--- src/rtl/core/mrt_pkg.sv ---
// Shared types and constants for the MIDI route table mapper.
// No dependencies; imported by all block files but mrt_if.
package mrt_pkg;

  localparam logic [1:0] ACT_ROUTE  = 2'd0;
  localparam logic [1:0] ACT_ADD    = 2'd1;
  localparam logic [1:0] ACT_REMOVE = 2'd2;

  localparam logic [7:0] STATUS_KIND_MASK = 8'hF0;
  localparam logic [7:0] STATUS_CHAN_MASK = 8'h0F;
  localparam logic [7:0] STATUS_NOTE_ON   = 8'h90;
  localparam logic [7:0] STATUS_NOTE_OFF  = 8'h80;
  localparam logic [7:0] STATUS_CONTROL   = 8'hB0;
  localparam logic [7:0] STATUS_PROGRAM   = 8'hC0;
  localparam logic [7:0] STATUS_BEND      = 8'hE0;

  localparam logic [6:0] NOTE_MAX   = 7'd127;
  localparam logic [4:0] IN_CH_ANY  = 5'h1F;
  localparam logic [15:0] GAIN_UNITY = 16'd256;

  localparam logic [2:0] EV_NOTE_ON  = 3'd0;
  localparam logic [2:0] EV_NOTE_OFF = 3'd1;
  localparam logic [2:0] EV_CONTROL  = 3'd2;
  localparam logic [2:0] EV_PROGRAM  = 3'd3;
  localparam logic [2:0] EV_BEND     = 3'd4;

  localparam int unsigned LIMIT_W   = 4;
  localparam logic [LIMIT_W-1:0] MAX_RESULTS = 4'd8;
  localparam logic [LIMIT_W-1:0] LIMIT_RESET = 4'd8;

  typedef enum logic [1:0] {
    OP_NONE,
    OP_ROUTE,
    OP_ADD,
    OP_REMOVE
  } op_e;

  typedef enum logic [2:0] {
    KIND_NOTE_ON,
    KIND_NOTE_OFF,
    KIND_CONTROL,
    KIND_PROGRAM,
    KIND_BEND
  } kind_e;

  typedef struct packed {
    op_e         op;
    kind_e       kind;
    logic [3:0]  chan;
    logic [6:0]  d1;
    logic [6:0]  d2;
    logic [7:0]  track;
    logic [4:0]  in_ch;
    logic [3:0]  out_ch;
    logic [7:0]  transpose;
    logic [6:0]  min_note;
    logic [6:0]  max_note;
    logic [15:0] gain;
  } cmd_t;

  typedef struct packed {
    logic [2:0]  event_kind;
    logic [3:0]  out_channel;
    logic [6:0]  out_note;
    logic [6:0]  out_velocity;
    logic [6:0]  out_controller;
    logic [13:0] out_value;
    logic        last_of_run;
  } res_t;

endpackage

--- src/rtl/core/mrt_if.sv ---
// Handshake interfaces for the message input and the result output channels.
// No dependencies on the package; payload widths are those of the channel fields.
interface mrt_msg_if;
  logic              valid;
  logic              ready;
  logic [1:0]        action;
  logic [7:0]        msg_status;
  logic [6:0]        msg_data1;
  logic [6:0]        msg_data2;
  logic [7:0]        track_id;
  logic signed [4:0] new_in_channel;
  logic [3:0]        new_out_channel;
  logic signed [7:0] new_transpose;
  logic [6:0]        new_min_note;
  logic [6:0]        new_max_note;
  logic [15:0]       new_velocity_gain;

  modport source (
    output valid, action, msg_status, msg_data1, msg_data2, track_id, new_in_channel,
           new_out_channel, new_transpose, new_min_note, new_max_note, new_velocity_gain,
    input  ready
  );
  modport sink (
    input  valid, action, msg_status, msg_data1, msg_data2, track_id, new_in_channel,
           new_out_channel, new_transpose, new_min_note, new_max_note, new_velocity_gain,
    output ready
  );
endinterface

interface mrt_res_if;
  logic        valid;
  logic        ready;
  logic [2:0]  event_kind;
  logic [3:0]  out_channel;
  logic [6:0]  out_note;
  logic [6:0]  out_velocity;
  logic [6:0]  out_controller;
  logic [13:0] out_value;
  logic        last_of_run;

  modport source (
    output valid, event_kind, out_channel, out_note, out_velocity, out_controller,
           out_value, last_of_run,
    input  ready
  );
  modport sink (
    input  valid, event_kind, out_channel, out_note, out_velocity, out_controller,
           out_value, last_of_run,
    output ready
  );
endinterface

--- src/rtl/core/mrt_front.sv ---
// Front end: accepts input transfers, decodes action and status kind into a command.
// Depends on mrt_pkg and mrt_msg_if.
module mrt_front (
  input  logic          clk_i,
  input  logic          rst_ni,
  mrt_msg_if.sink       msg_i,
  output logic          cmd_valid_o,
  input  logic          cmd_ready_i,
  output mrt_pkg::cmd_t cmd_o
);
  import mrt_pkg::*;

  logic       valid_q, valid_d;
  cmd_t       cmd_q, cmd_d;
  cmd_t       dec;
  logic       kind_ok;
  logic [7:0] kind_bits;
  logic [7:0] chan_bits;
  logic       accept;

  assign msg_i.ready = !valid_q || cmd_ready_i;
  assign accept      = msg_i.valid && msg_i.ready;

  always_comb begin
    kind_bits     = msg_i.msg_status & STATUS_KIND_MASK;
    chan_bits     = msg_i.msg_status & STATUS_CHAN_MASK;
    dec.kind      = KIND_NOTE_ON;
    kind_ok       = 1'b1;
    case (kind_bits)
      STATUS_NOTE_ON:  dec.kind = KIND_NOTE_ON;
      STATUS_NOTE_OFF: dec.kind = KIND_NOTE_OFF;
      STATUS_CONTROL:  dec.kind = KIND_CONTROL;
      STATUS_PROGRAM:  dec.kind = KIND_PROGRAM;
      STATUS_BEND:     dec.kind = KIND_BEND;
      default:         kind_ok  = 1'b0;
    endcase
    // Messages of an unknown kind and the unused action never reach the back end.
    case (msg_i.action)
      ACT_ROUTE:  dec.op = kind_ok ? OP_ROUTE : OP_NONE;
      ACT_ADD:    dec.op = OP_ADD;
      ACT_REMOVE: dec.op = OP_REMOVE;
      default:    dec.op = OP_NONE;
    endcase
    dec.chan      = chan_bits[3:0];
    dec.d1        = msg_i.msg_data1;
    dec.d2        = msg_i.msg_data2;
    dec.track     = msg_i.track_id;
    dec.in_ch     = $unsigned(msg_i.new_in_channel);
    dec.out_ch    = msg_i.new_out_channel;
    dec.transpose = $unsigned(msg_i.new_transpose);
    dec.min_note  = msg_i.new_min_note;
    dec.max_note  = msg_i.new_max_note;
    dec.gain      = msg_i.new_velocity_gain;
  end

  always_comb begin
    valid_d = valid_q;
    cmd_d   = cmd_q;
    if (valid_q && cmd_ready_i) begin
      valid_d = 1'b0;
    end
    if (accept) begin
      valid_d = (dec.op != OP_NONE);
      cmd_d   = dec;
    end
  end

  always_ff @(posedge clk_i or negedge rst_ni) begin
    if (!rst_ni) begin
      valid_q <= 1'b0;
    end else begin
      valid_q <= valid_d;
    end
  end

  always_ff @(posedge clk_i) begin
    cmd_q <= cmd_d;
  end

  assign cmd_valid_o = valid_q;
  assign cmd_o       = cmd_q;

endmodule

--- src/rtl/core/mrt_queue.sv ---
// Two-entry command queue between the front end and the route engine.
// Depends on mrt_pkg for the command type.
module mrt_queue (
  input  logic          clk_i,
  input  logic          rst_ni,
  input  logic          push_valid_i,
  output logic          push_ready_o,
  input  mrt_pkg::cmd_t push_cmd_i,
  output logic          pop_valid_o,
  input  logic          pop_ready_i,
  output mrt_pkg::cmd_t pop_cmd_o
);
  import mrt_pkg::*;

  cmd_t       mem_q [2];
  logic       wr_ptr_q, rd_ptr_q;
  logic [1:0] cnt_q;
  logic       push, pop;

  assign push_ready_o = (cnt_q != 2'd2);
  assign pop_valid_o  = (cnt_q != 2'd0);
  assign push         = push_valid_i && push_ready_o;
  assign pop          = pop_valid_o && pop_ready_i;
  assign pop_cmd_o    = mem_q[rd_ptr_q];

  always_ff @(posedge clk_i) begin
    if (push) begin
      mem_q[wr_ptr_q] <= push_cmd_i;
    end
  end

  always_ff @(posedge clk_i or negedge rst_ni) begin
    if (!rst_ni) begin
      wr_ptr_q <= 1'b0;
      rd_ptr_q <= 1'b0;
      cnt_q    <= 2'd0;
    end else begin
      if (push) begin
        wr_ptr_q <= !wr_ptr_q;
      end
      if (pop) begin
        rd_ptr_q <= !rd_ptr_q;
      end
      case ({push, pop})
        2'b10:   cnt_q <= cnt_q + 2'd1;
        2'b01:   cnt_q <= cnt_q - 2'd1;
        default: cnt_q <= cnt_q;
      endcase
    end
  end

endmodule

--- src/rtl/core/mrt_back.sv ---
// Route engine: holds the route table, applies adds and removes, walks the table
// for messages, one entry a cycle unless stalled. Depends on mrt_pkg, mrt_res_if.
module mrt_back #(
  parameter int unsigned ROUTE_COUNT = 8
) (
  input  logic                          clk_i,
  input  logic                          rst_ni,
  input  logic [mrt_pkg::LIMIT_W-1:0]   limit_i,
  input  logic                          cmd_valid_i,
  output logic                          cmd_ready_o,
  input  mrt_pkg::cmd_t                 cmd_i,
  mrt_res_if.source                     res_o
);
  import mrt_pkg::*;

  localparam int unsigned IdxW = (ROUTE_COUNT > 1) ? $clog2(ROUTE_COUNT) : 1;
  localparam logic [IdxW-1:0] LastIdx = IdxW'(ROUTE_COUNT - 1);

  typedef enum logic [1:0] {
    S_IDLE,
    S_WALK,
    S_FLUSH
  } state_e;

  // Route table.
  logic [ROUTE_COUNT-1:0] en_q;
  logic [7:0]  track_q     [ROUTE_COUNT];
  logic [4:0]  in_ch_q     [ROUTE_COUNT];
  logic [3:0]  out_ch_q    [ROUTE_COUNT];
  logic [7:0]  transpose_q [ROUTE_COUNT];
  logic [6:0]  min_q       [ROUTE_COUNT];
  logic [6:0]  max_q       [ROUTE_COUNT];
  logic [15:0] gain_q      [ROUTE_COUNT];

  // Sequencer.
  state_e          state_q, state_d;
  logic [IdxW-1:0] idx_q, idx_d;
  logic [LIMIT_W-1:0] count_q, count_d;
  cmd_t            cur_q, cur_d;
  logic            hold_valid_q, hold_valid_d;
  res_t            hold_q, hold_d;
  logic            out_valid_q, out_valid_d;
  res_t            out_q, out_d;

  logic                   pop, add_we, rem_we;
  logic [ROUTE_COUNT-1:0] hit_first, free_first, add_sel;
  logic                   hit_any, free_any;

  // First matching track and first disabled entry.
  always_comb begin
    hit_first  = '0;
    free_first = '0;
    hit_any    = 1'b0;
    free_any   = 1'b0;
    for (int i = 0; i < ROUTE_COUNT; i++) begin
      if (!hit_any && track_q[i] == cmd_i.track) begin
        hit_first[i] = 1'b1;
        hit_any      = 1'b1;
      end
      if (!free_any && !en_q[i]) begin
        free_first[i] = 1'b1;
        free_any      = 1'b1;
      end
    end
    add_sel = hit_any ? hit_first : free_first;
  end

  always_ff @(posedge clk_i or negedge rst_ni) begin
    if (!rst_ni) begin
      en_q <= '0;
      for (int i = 0; i < ROUTE_COUNT; i++) begin
        track_q[i]     <= 8'd0;
        in_ch_q[i]     <= IN_CH_ANY;
        out_ch_q[i]    <= 4'd0;
        transpose_q[i] <= 8'd0;
        min_q[i]       <= 7'd0;
        max_q[i]       <= NOTE_MAX;
        gain_q[i]      <= GAIN_UNITY;
      end
    end else begin
      for (int i = 0; i < ROUTE_COUNT; i++) begin
        if (add_we && add_sel[i]) begin
          en_q[i]        <= 1'b1;
          track_q[i]     <= cmd_i.track;
          in_ch_q[i]     <= cmd_i.in_ch;
          out_ch_q[i]    <= cmd_i.out_ch;
          transpose_q[i] <= cmd_i.transpose;
          min_q[i]       <= cmd_i.min_note;
          max_q[i]       <= cmd_i.max_note;
          gain_q[i]      <= cmd_i.gain;
        end else if (rem_we && hit_first[i]) begin
          en_q[i] <= 1'b0;
        end
      end
    end
  end

  // Remap of the current message through the entry under the walk index.
  logic [4:0]        e_in;
  logic [7:0]        e_tr;
  logic signed [8:0] note_sum;
  logic              range_ok, chan_ok, kind_emit, emit;
  logic [22:0]       prod;
  logic [14:0]       vel_raw;
  logic [6:0]        vel;
  res_t              cand;

  always_comb begin
    e_in     = in_ch_q[idx_q];
    e_tr     = transpose_q[idx_q];
    chan_ok  = (e_in == IN_CH_ANY) || (e_in == {1'b0, cur_q.chan});
    note_sum = $signed({2'b00, cur_q.d1}) + $signed({e_tr[7], e_tr});
    range_ok = (note_sum >= $signed({2'b00, min_q[idx_q]}))
            && (note_sum <= $signed({2'b00, max_q[idx_q]}));
    prod     = 23'(cur_q.d2) * 23'(gain_q[idx_q]);
    vel_raw  = prod[22:8];
    vel      = (|vel_raw[14:7]) ? NOTE_MAX : vel_raw[6:0];

    cand             = '0;
    cand.out_channel = out_ch_q[idx_q];
    kind_emit        = 1'b1;
    case (cur_q.kind)
      KIND_NOTE_ON: begin
        kind_emit         = range_ok;
        cand.out_note     = note_sum[6:0];
        cand.out_velocity = vel;
        cand.event_kind   = (vel == 7'd0) ? EV_NOTE_OFF : EV_NOTE_ON;
      end
      KIND_NOTE_OFF: begin
        kind_emit       = range_ok;
        cand.out_note   = note_sum[6:0];
        cand.event_kind = EV_NOTE_OFF;
      end
      KIND_CONTROL: begin
        cand.event_kind     = EV_CONTROL;
        cand.out_controller = cur_q.d1;
        cand.out_value      = {7'd0, cur_q.d2};
      end
      KIND_PROGRAM: begin
        cand.event_kind = EV_PROGRAM;
        cand.out_value  = {7'd0, cur_q.d1};
      end
      KIND_BEND: begin
        cand.event_kind = EV_BEND;
        cand.out_value  = {cur_q.d2, cur_q.d1};
      end
      default: kind_emit = 1'b0;
    endcase
    emit = en_q[idx_q] && chan_ok && kind_emit && (count_q < limit_i);
  end

  // One result is held back until the next one or the end of the walk shows
  // whether it is the last of its run.
  logic out_free;
  assign out_free = !out_valid_q || res_o.ready;

  always_comb begin
    state_d      = state_q;
    idx_d        = idx_q;
    count_d      = count_q;
    cur_d        = cur_q;
    hold_valid_d = hold_valid_q;
    hold_d       = hold_q;
    out_valid_d  = out_valid_q;
    out_d        = out_q;
    pop          = 1'b0;
    add_we       = 1'b0;
    rem_we       = 1'b0;
    if (out_valid_q && res_o.ready) begin
      out_valid_d = 1'b0;
    end
    case (state_q)
      S_IDLE: begin
        if (cmd_valid_i) begin
          pop = 1'b1;
          case (cmd_i.op)
            OP_ROUTE: begin
              cur_d   = cmd_i;
              idx_d   = '0;
              count_d = '0;
              state_d = S_WALK;
            end
            OP_ADD:    add_we = hit_any || free_any;
            OP_REMOVE: rem_we = hit_any;
            default:   ;
          endcase
        end
      end
      S_WALK: begin
        if (!(emit && hold_valid_q && !out_free)) begin
          if (emit) begin
            if (hold_valid_q) begin
              out_valid_d = 1'b1;
              out_d       = hold_q;
            end
            hold_d       = cand;
            hold_valid_d = 1'b1;
            count_d      = count_q + LIMIT_W'(1);
          end
          if (idx_q == LastIdx) begin
            state_d = S_FLUSH;
          end else begin
            idx_d = idx_q + IdxW'(1);
          end
        end
      end
      S_FLUSH: begin
        if (!hold_valid_q) begin
          state_d = S_IDLE;
        end else if (out_free) begin
          out_valid_d       = 1'b1;
          out_d             = hold_q;
          out_d.last_of_run = 1'b1;
          hold_valid_d      = 1'b0;
          state_d           = S_IDLE;
        end
      end
      default: state_d = S_IDLE;
    endcase
  end

  always_ff @(posedge clk_i or negedge rst_ni) begin
    if (!rst_ni) begin
      state_q      <= S_IDLE;
      idx_q        <= '0;
      count_q      <= '0;
      cur_q        <= '0;
      hold_valid_q <= 1'b0;
      hold_q       <= '0;
      out_valid_q  <= 1'b0;
      out_q        <= '0;
    end else begin
      state_q      <= state_d;
      idx_q        <= idx_d;
      count_q      <= count_d;
      cur_q        <= cur_d;
      hold_valid_q <= hold_valid_d;
      hold_q       <= hold_d;
      out_valid_q  <= out_valid_d;
      out_q        <= out_d;
    end
  end

  assign cmd_ready_o          = pop;
  assign res_o.valid          = out_valid_q;
  assign res_o.event_kind     = out_q.event_kind;
  assign res_o.out_channel    = out_q.out_channel;
  assign res_o.out_note       = out_q.out_note;
  assign res_o.out_velocity   = out_q.out_velocity;
  assign res_o.out_controller = out_q.out_controller;
  assign res_o.out_value      = out_q.out_value;
  assign res_o.last_of_run    = out_q.last_of_run;

`ifndef SYNTHESIS
  a_count_bound: assert property (@(posedge clk_i) disable iff (!rst_ni)
    count_q <= MAX_RESULTS)
    else $error("result count above the maximum");
  a_idle_no_hold: assert property (@(posedge clk_i) disable iff (!rst_ni)
    state_q == S_IDLE |-> !hold_valid_q)
    else $error("held result left behind at end of walk");
  a_hold_counted: assert property (@(posedge clk_i) disable iff (!rst_ni)
    hold_valid_q |-> count_q != '0)
    else $error("held result not counted");
  a_flush_last: assert property (@(posedge clk_i) disable iff (!rst_ni)
    (state_q == S_FLUSH && hold_valid_q && out_free) |=> (out_valid_q && out_q.last_of_run))
    else $error("final result not flagged as last of run");
`endif

endmodule

--- src/rtl/core/midi_route_table_mapper.sv ---
// Top level of the MIDI route table mapper: configuration register and the
// front end, command queue and route engine. Depends on mrt_pkg and mrt_if.
// Usage. Items arrive on msg_i as valid/ready transfers. Action route sends a
// MIDI message through the table, add writes a route (replacing the entry of
// the same track, else the first disabled one), remove disables a track's
// route. Results leave on res_o as valid/ready transfers; last_of_run marks
// the final result of a message. A message that yields nothing produces no
// transfer at all.
// Timing. The front end registers and decodes each item and the two-entry
// queue lets it keep taking items while the engine is busy. Add and remove
// are applied in the idle state as they are popped. A message walks the table
// one entry per cycle unless the walk pauses for the output register (below);
// each result is held back in a hold register so that the last can be flagged.
// When the receiver stalls, the output register holds its result and the
// walk pauses only when a further result needs that register.
// Reset clears the table to all routes disabled (track 0, any channel, full
// note range, unity gain) and sets output_limit to 8. Write output_limit via
// cfg_we_i only while no message is in flight; values above 8 act as 8.
module midi_route_table_mapper #(
  parameter int unsigned ROUTE_COUNT = 8
) (
  input  logic       clk_i,
  input  logic       rst_ni,
  input  logic       cfg_we_i,
  input  logic [3:0] cfg_wdata_i,
  mrt_msg_if.sink    msg_i,
  mrt_res_if.source  res_o
);
  import mrt_pkg::*;

  logic [LIMIT_W-1:0] limit_q;
  logic [LIMIT_W-1:0] limit_eff;

  always_ff @(posedge clk_i or negedge rst_ni) begin
    if (!rst_ni) begin
      limit_q <= LIMIT_RESET;
    end else if (cfg_we_i) begin
      limit_q <= cfg_wdata_i;
    end
  end

  // The engine never emits more than eight results for one message.
  assign limit_eff = (limit_q > MAX_RESULTS) ? MAX_RESULTS : limit_q;

  logic f_valid, f_ready;
  cmd_t f_cmd;
  logic q_valid, q_ready;
  cmd_t q_cmd;

  mrt_front u_front (
    .clk_i       (clk_i),
    .rst_ni      (rst_ni),
    .msg_i       (msg_i),
    .cmd_valid_o (f_valid),
    .cmd_ready_i (f_ready),
    .cmd_o       (f_cmd)
  );

  mrt_queue u_queue (
    .clk_i        (clk_i),
    .rst_ni       (rst_ni),
    .push_valid_i (f_valid),
    .push_ready_o (f_ready),
    .push_cmd_i   (f_cmd),
    .pop_valid_o  (q_valid),
    .pop_ready_i  (q_ready),
    .pop_cmd_o    (q_cmd)
  );

  mrt_back #(
    .ROUTE_COUNT (ROUTE_COUNT)
  ) u_back (
    .clk_i       (clk_i),
    .rst_ni      (rst_ni),
    .limit_i     (limit_eff),
    .cmd_valid_i (q_valid),
    .cmd_ready_o (q_ready),
    .cmd_i       (q_cmd),
    .res_o       (res_o)
  );

endmodule

--- src/flat_wrapper.sv ---
// flat-port wrapper written by rule: the top's interface ports become plain ports
module midi_route_table_mapper_flat import mrt_pkg::*;
#(
  parameter int unsigned ROUTE_COUNT = 8
)
  (clk_i, rst_ni, cfg_we_i, cfg_wdata_i, msg_i_valid, msg_i_action, msg_i_msg_status, msg_i_msg_data1, msg_i_msg_data2, msg_i_track_id, msg_i_new_in_channel, msg_i_new_out_channel, msg_i_new_transpose, msg_i_new_min_note, msg_i_new_max_note, msg_i_new_velocity_gain, msg_i_ready, res_o_valid, res_o_event_kind, res_o_out_channel, res_o_out_note, res_o_out_velocity, res_o_out_controller, res_o_out_value, res_o_last_of_run, res_o_ready);
  mrt_msg_if msg_i_i ();
  mrt_res_if res_o_i ();
  input  logic clk_i;
  input  logic rst_ni;
  input  logic cfg_we_i;
  input  logic [3:0] cfg_wdata_i;
  input wire logic [$bits(msg_i_i.valid)-1:0] msg_i_valid;
  input wire logic [$bits(msg_i_i.action)-1:0] msg_i_action;
  input wire logic [$bits(msg_i_i.msg_status)-1:0] msg_i_msg_status;
  input wire logic [$bits(msg_i_i.msg_data1)-1:0] msg_i_msg_data1;
  input wire logic [$bits(msg_i_i.msg_data2)-1:0] msg_i_msg_data2;
  input wire logic [$bits(msg_i_i.track_id)-1:0] msg_i_track_id;
  input wire logic [$bits(msg_i_i.new_in_channel)-1:0] msg_i_new_in_channel;
  input wire logic [$bits(msg_i_i.new_out_channel)-1:0] msg_i_new_out_channel;
  input wire logic [$bits(msg_i_i.new_transpose)-1:0] msg_i_new_transpose;
  input wire logic [$bits(msg_i_i.new_min_note)-1:0] msg_i_new_min_note;
  input wire logic [$bits(msg_i_i.new_max_note)-1:0] msg_i_new_max_note;
  input wire logic [$bits(msg_i_i.new_velocity_gain)-1:0] msg_i_new_velocity_gain;
  output wire logic [$bits(msg_i_i.ready)-1:0] msg_i_ready;
  output wire logic [$bits(res_o_i.valid)-1:0] res_o_valid;
  output wire logic [$bits(res_o_i.event_kind)-1:0] res_o_event_kind;
  output wire logic [$bits(res_o_i.out_channel)-1:0] res_o_out_channel;
  output wire logic [$bits(res_o_i.out_note)-1:0] res_o_out_note;
  output wire logic [$bits(res_o_i.out_velocity)-1:0] res_o_out_velocity;
  output wire logic [$bits(res_o_i.out_controller)-1:0] res_o_out_controller;
  output wire logic [$bits(res_o_i.out_value)-1:0] res_o_out_value;
  output wire logic [$bits(res_o_i.last_of_run)-1:0] res_o_last_of_run;
  input wire logic [$bits(res_o_i.ready)-1:0] res_o_ready;
  assign msg_i_i.valid = msg_i_valid;
  assign msg_i_i.action = msg_i_action;
  assign msg_i_i.msg_status = msg_i_msg_status;
  assign msg_i_i.msg_data1 = msg_i_msg_data1;
  assign msg_i_i.msg_data2 = msg_i_msg_data2;
  assign msg_i_i.track_id = msg_i_track_id;
  assign msg_i_i.new_in_channel = msg_i_new_in_channel;
  assign msg_i_i.new_out_channel = msg_i_new_out_channel;
  assign msg_i_i.new_transpose = msg_i_new_transpose;
  assign msg_i_i.new_min_note = msg_i_new_min_note;
  assign msg_i_i.new_max_note = msg_i_new_max_note;
  assign msg_i_i.new_velocity_gain = msg_i_new_velocity_gain;
  assign msg_i_ready = msg_i_i.ready;
  assign res_o_valid = res_o_i.valid;
  assign res_o_event_kind = res_o_i.event_kind;
  assign res_o_out_channel = res_o_i.out_channel;
  assign res_o_out_note = res_o_i.out_note;
  assign res_o_out_velocity = res_o_i.out_velocity;
  assign res_o_out_controller = res_o_i.out_controller;
  assign res_o_out_value = res_o_i.out_value;
  assign res_o_last_of_run = res_o_i.last_of_run;
  assign res_o_i.ready = res_o_ready;
  midi_route_table_mapper #(.ROUTE_COUNT(ROUTE_COUNT)) u_core (.clk_i(clk_i), .rst_ni(rst_ni), .cfg_we_i(cfg_we_i), .cfg_wdata_i(cfg_wdata_i), .msg_i(msg_i_i), .res_o(res_o_i));
endmodule
--- config.mk ---
export PLATFORM = sky130hd
export DESIGN_NAME = midi_route_table_mapper_flat
export DESIGN_NICKNAME = d
export VERILOG_FILES = /design/src/rtl/core/mrt_pkg.sv /design/src/rtl/core/mrt_if.sv /design/src/rtl/core/mrt_front.sv /design/src/rtl/core/mrt_queue.sv /design/src/rtl/core/mrt_back.sv /design/src/rtl/core/midi_route_table_mapper.sv /design/src/flat_wrapper.sv
export SDC_FILE = /design/constraint.sdc
export NUM_CORES = 1
export LEC_CHECK = 0
export BUFFER_PORTS_ARGS = -buffer_cell sky130_fd_sc_hd__buf_2
export CAP_MARGIN = 20
export CORE_ASPECT_RATIO = 0.75
export CORE_MARGIN = 2
export CORE_UTILIZATION = 55
export DETAILED_ROUTE_END_ITERATION = 8
export GPL_ROUTABILITY_DRIVEN = 1
export PLACE_DENSITY = 0.78
export SLEW_MARGIN = 5
export SYNTH_ARGS = -nofsm -noshare
export SYNTH_HDL_FRONTEND = slang
export SYNTH_HIERARCHICAL = 1
export SYNTH_SLANG_ARGS = --single-unit
--- constraint.sdc ---
create_clock -name clk_i -period 10 [get_ports clk_i]
set_clock_uncertainty 0.05 [all_clocks]
set_input_delay 1 -clock clk_i [delete_from_list [all_inputs] [get_ports clk_i]]
set_output_delay 1 -clock clk_i [all_outputs]
set_load 0.02 [all_outputs]
==> metrics.md <==
| Metric | Value |
|---|---|
| Status | `completed` |
| Clock latency on the worst-skew pair | `0.63 ns` |
| Per-cell routed wire length | `22.9 µm` |
| Critical R2R Launch | `u_core/u_back/idx_q[1]$_DFFE_PN0P_` |
| Slowest-stage cell, CP | `dfrtp_4` |
| Fin util | `61.9%` |
| Grt ovf | `0` |
| Tot GR Track Use | `24.4%` |
| Vias in the first global route | `23500` |
| Number of detailed-route iterations in the first pass | `5` |
| Post-Syn Instances | `2613` |
| Critical path capture point | `u_core/u_back/hold_q[25]$_DFFE_PN0P_` |
| Syn nets | `2841` |
| Placer Congestion | `0.916` |
| First-pass GRT wire length | `134000 µm` |
| Tcrit/Tclk final | `78.3%` |
| CTS tree | `done` |
| Root Buffer | `clkbuf_16` |
| Initial antenna violation count | `1` |
| MaxCap Viol Count | `0` |
| R2r setup slk | `2.17 ns` |
| Port-buffer cells | `132` |
| Setup TNS | `0 ns` |
| Unique masters post-synth | `84` |
| Worst setup EP type | `flop` |
| Post-CTS Resized | `0` |
| Hpwl dp | `54500 µm` |
| Core area | `68700 µm²` |
| Sequential area share after synthesis | `56.1%` |
| Seq cells post-synth | `808` |
| Critical Path, Cell by Cell | `buf_4, nor2b_1, a22oi_2, nand3_1, fa_1, fa_1, inv_1, fa_1, fa_1, ha_1, nand3_1, nor2_1, nand4_1, o21ai_0, nand3_1, mux2i_1, or4_1, nor4_4, a22oi_1` |
| EDFF count, synth | `234` |
| DRC Markers | `0` |
| Top_reg_cell synth | `dfrtp_1` |
| Async set-reset flop share out of synthesis | `71.0%` |
| Placed Cells | `3564` |
| Largest cells by area after synthesis | `dfrtp_1 31%, edfxtp_1 18%, mux2_2 17%` |
| Final setup viols | `0` |
| Required time worst endpoint | `10.42 ns` |
| Crit path DAT | `8.25 ns` |
| Share of layout cells above drive strength 1 | `40.0%` |
| Mean Syn Cell Area | `14.7 µm²` |
| Syn Std Cell Area | `38400 µm²` |
| I/O pins | `133` |
| Post-layout minimum cycle time | `7.83 ns` |
| Pin count of the biggest net entering global routing | `169` |
| Synth warn | `6` |
| RR Endpoint | `u_core/u_back/hold_q[25]$_DFFE_PN0P_` |
| Worst Tran Pin Value | `1.12 ns` |
| Maximum clock frequency | `128 MHz` |
| CP Launch Type | `flop` |
| Initial drt markers | `1617` |
| Die Y | `233 µm` |
| CTS clk-pin slew, worst paths | `0.06 ns` |
| Die width | `309 µm` |
| CTS H-tree lvls | `3` |
| CP most frequent cell | `fa_1` |
| Total clock sinks | `808` |
| Worst min path class | `input pin to async pin` |
| Postcts setup bufs | `0` |
| Reg2Reg Depth | `19` |
| Cts hold-fix bufs | `0` |
| DR vias | `22000` |
| Slew Limit Fails | `0` |
| Critical Path Fanout Max | `48` |
| Crit path from | `u_core/u_back/idx_q[1]$_DFFE_PN0P_` |
| Final wirelength | `85100 µm` |
| Initial Util | `55.9%` |
| DP Worst Slack | `2.31 ns` |
| Area leader, netlist | `dfrtp_1` |
| Final Hold Viols | `0` |
| Crit-path max cell delay | `0.98 ns` |
| Final nets | `2941` |
| Final Non-Filler Cells | `3712` |
| PnR worst setup slack | `2.17 ns` |
| Clk buf depth | `3` |
| Crit path kind | `flop to flop` |
| Row cnt | `83` |
| Vias per cell | `5.92` |
| Die area | `72000 µm²` |
| Share of the synthesized area in the top cell type | `30.6%` |
| RSZ-0062 raised after global routing | `no` |
| Antenna diode count | `0` |
| Relative slew margins | `25.5%` |
| Area grow syn2layout | `10.8%` |
| Antenna viol nets, final | `0` |
| TritonCTS buffer count | `78` |
==> state kept, by name (all words and copies together), names as in the netlist, 14 cells and up <==
register	flops
u_core/u_back/transpose_q	64
u_core/u_queue/mem_q	156
u_core/u_back/res_o.out_value	14
u_core/u_back/in_ch_q	40
u_core/u_back/min_q	56
u_core/u_back/out_ch_q	32
u_core/u_back/gain_q	128
u_core/u_front/cmd_o	78
u_core/u_back/hold_q	42
u_core/u_back/track_q	64
u_core/u_back/cur_q	21
u_core/u_back/max_q	56
==> how the worst min path moves through the flow <==
stage                                        from                                     to  slack (ns)  cells past startpoint
5_1_grt                                    rst_ni    u_core/u_back/min_q[30]$_DFFE_PN0P_        0.34                      1
3_3_place_gp   u_core/u_front/cmd_o[23]$_DFFE_PP_  u_core/u_queue/mem_q[0][23]$_DFFE_PP_        0.37                      0
3_5_place_dp   u_core/u_front/cmd_o[22]$_DFFE_PP_  u_core/u_queue/mem_q[0][22]$_DFFE_PP_        0.38                      0
4_1_cts                                    rst_ni    u_core/u_back/min_q[36]$_DFFE_PN0P_        0.32                      1
2_1_floorplan   u_core/u_front/cmd_o[0]$_DFFE_PP_   u_core/u_queue/mem_q[0][0]$_DFFE_PP_        0.37                      0
6_report                                   rst_ni    u_core/u_back/min_q[36]$_DFFE_PN0P_        0.32                      1
==> critical path: cells and delay by family, from the launching register on <==
kind	cells	cell delay, ns
buf+inv	2	0.76
flops	1	0.98
fa+ha+maj	5	2.21
mux	1	0.15
simple gates	8	2.54
compound gates	3	0.98
==> layer usage <==
metal / global-route usage, % / share of wire (%)
met1: 34.8 / 45
met2: 37.9 / 46
met3: 5.90 / 7.1
met4: 5.95 / 2.1
met5: 0 / 0
==> metrics by stage <==
stage	cell area (µm²)	hold WS, ns
4_1_cts	42500	0.320
6_report	42600	0.320
3_3_place_gp	39800	0.371
5_1_grt	42600	0.345
3_5_place_dp	39900	0.380
2_1_floorplan	38400	0.371
==> logic make-up after synthesis <==
family / count (synthesis) / share of synthesized area, %
and+or+nand+nor: 389 / 5.39
adders and majority gates: 140 / 5.91
DFF: 808 / 56.1
buffers and inverters: 235 / 2.70
AOI/OAI and AO/OA: 208 / 3.59
muxes: 748 / 24.4
xor gates and xnor gates: 85 / 1.94
==> cell type report <==
cell class	instances	area, µm²
Timing Repair Buffer	161	1010
Inverter	94	353
Clock inverter	30	349
Clock buffer	114	2240
Tap cell	935	1170
Fill cell	5086	26200
Multi-Input combinational cell	1570	15900
Sequential cell	808	21500
==> Yosys cell counts, types with 27 or more instances <==
master / number
xnor2_1: 45
mux4_2: 87
nand2_1: 122
nand3_1: 27
o21ai_0: 61
ha_1: 71
edfxtp_1: 234
a21oi_1: 34
xor2_1: 40
clkbuf_1: 52
fa_1: 69
nor2b_1: 87
nand2b_1: 27
inv_1: 93
mux2i_1: 60
mux2_2: 590
dfrtp_1: 469
nor2_1: 36
buf_2: 63
dfstp_2: 105
==> cells in the final DEF, fill, tap and decap left out, types with 19 or more instances in the layout <==
| master | count |
|---|---|
| nor2_1 | 35 |
| nand2b_1 | 27 |
| clkbuf_16 | 79 |
| mux4_2 | 87 |
| ha_1 | 71 |
| xor2_1 | 40 |
| fa_1 | 69 |
| a21oi_1 | 34 |
| nor2b_1 | 87 |
| edfxtp_1 | 234 |
| xnor2_1 | 45 |
| mux2i_1 | 60 |
| buf_2 | 131 |
| clkbuf_1 | 22 |
| buf_4 | 22 |
| dfrtp_1 | 465 |
| mux2_2 | 590 |
| nand2_1 | 119 |
| dfstp_2 | 105 |
| nand4_1 | 19 |
| a21o_1 | 25 |
| nand3_1 | 26 |
| o21ai_0 | 60 |
| inv_1 | 93 |
Power is left out: the tool's default activity adds up to more than one toggle a clock period on the data nets, which glitch-free logic cannot reach.
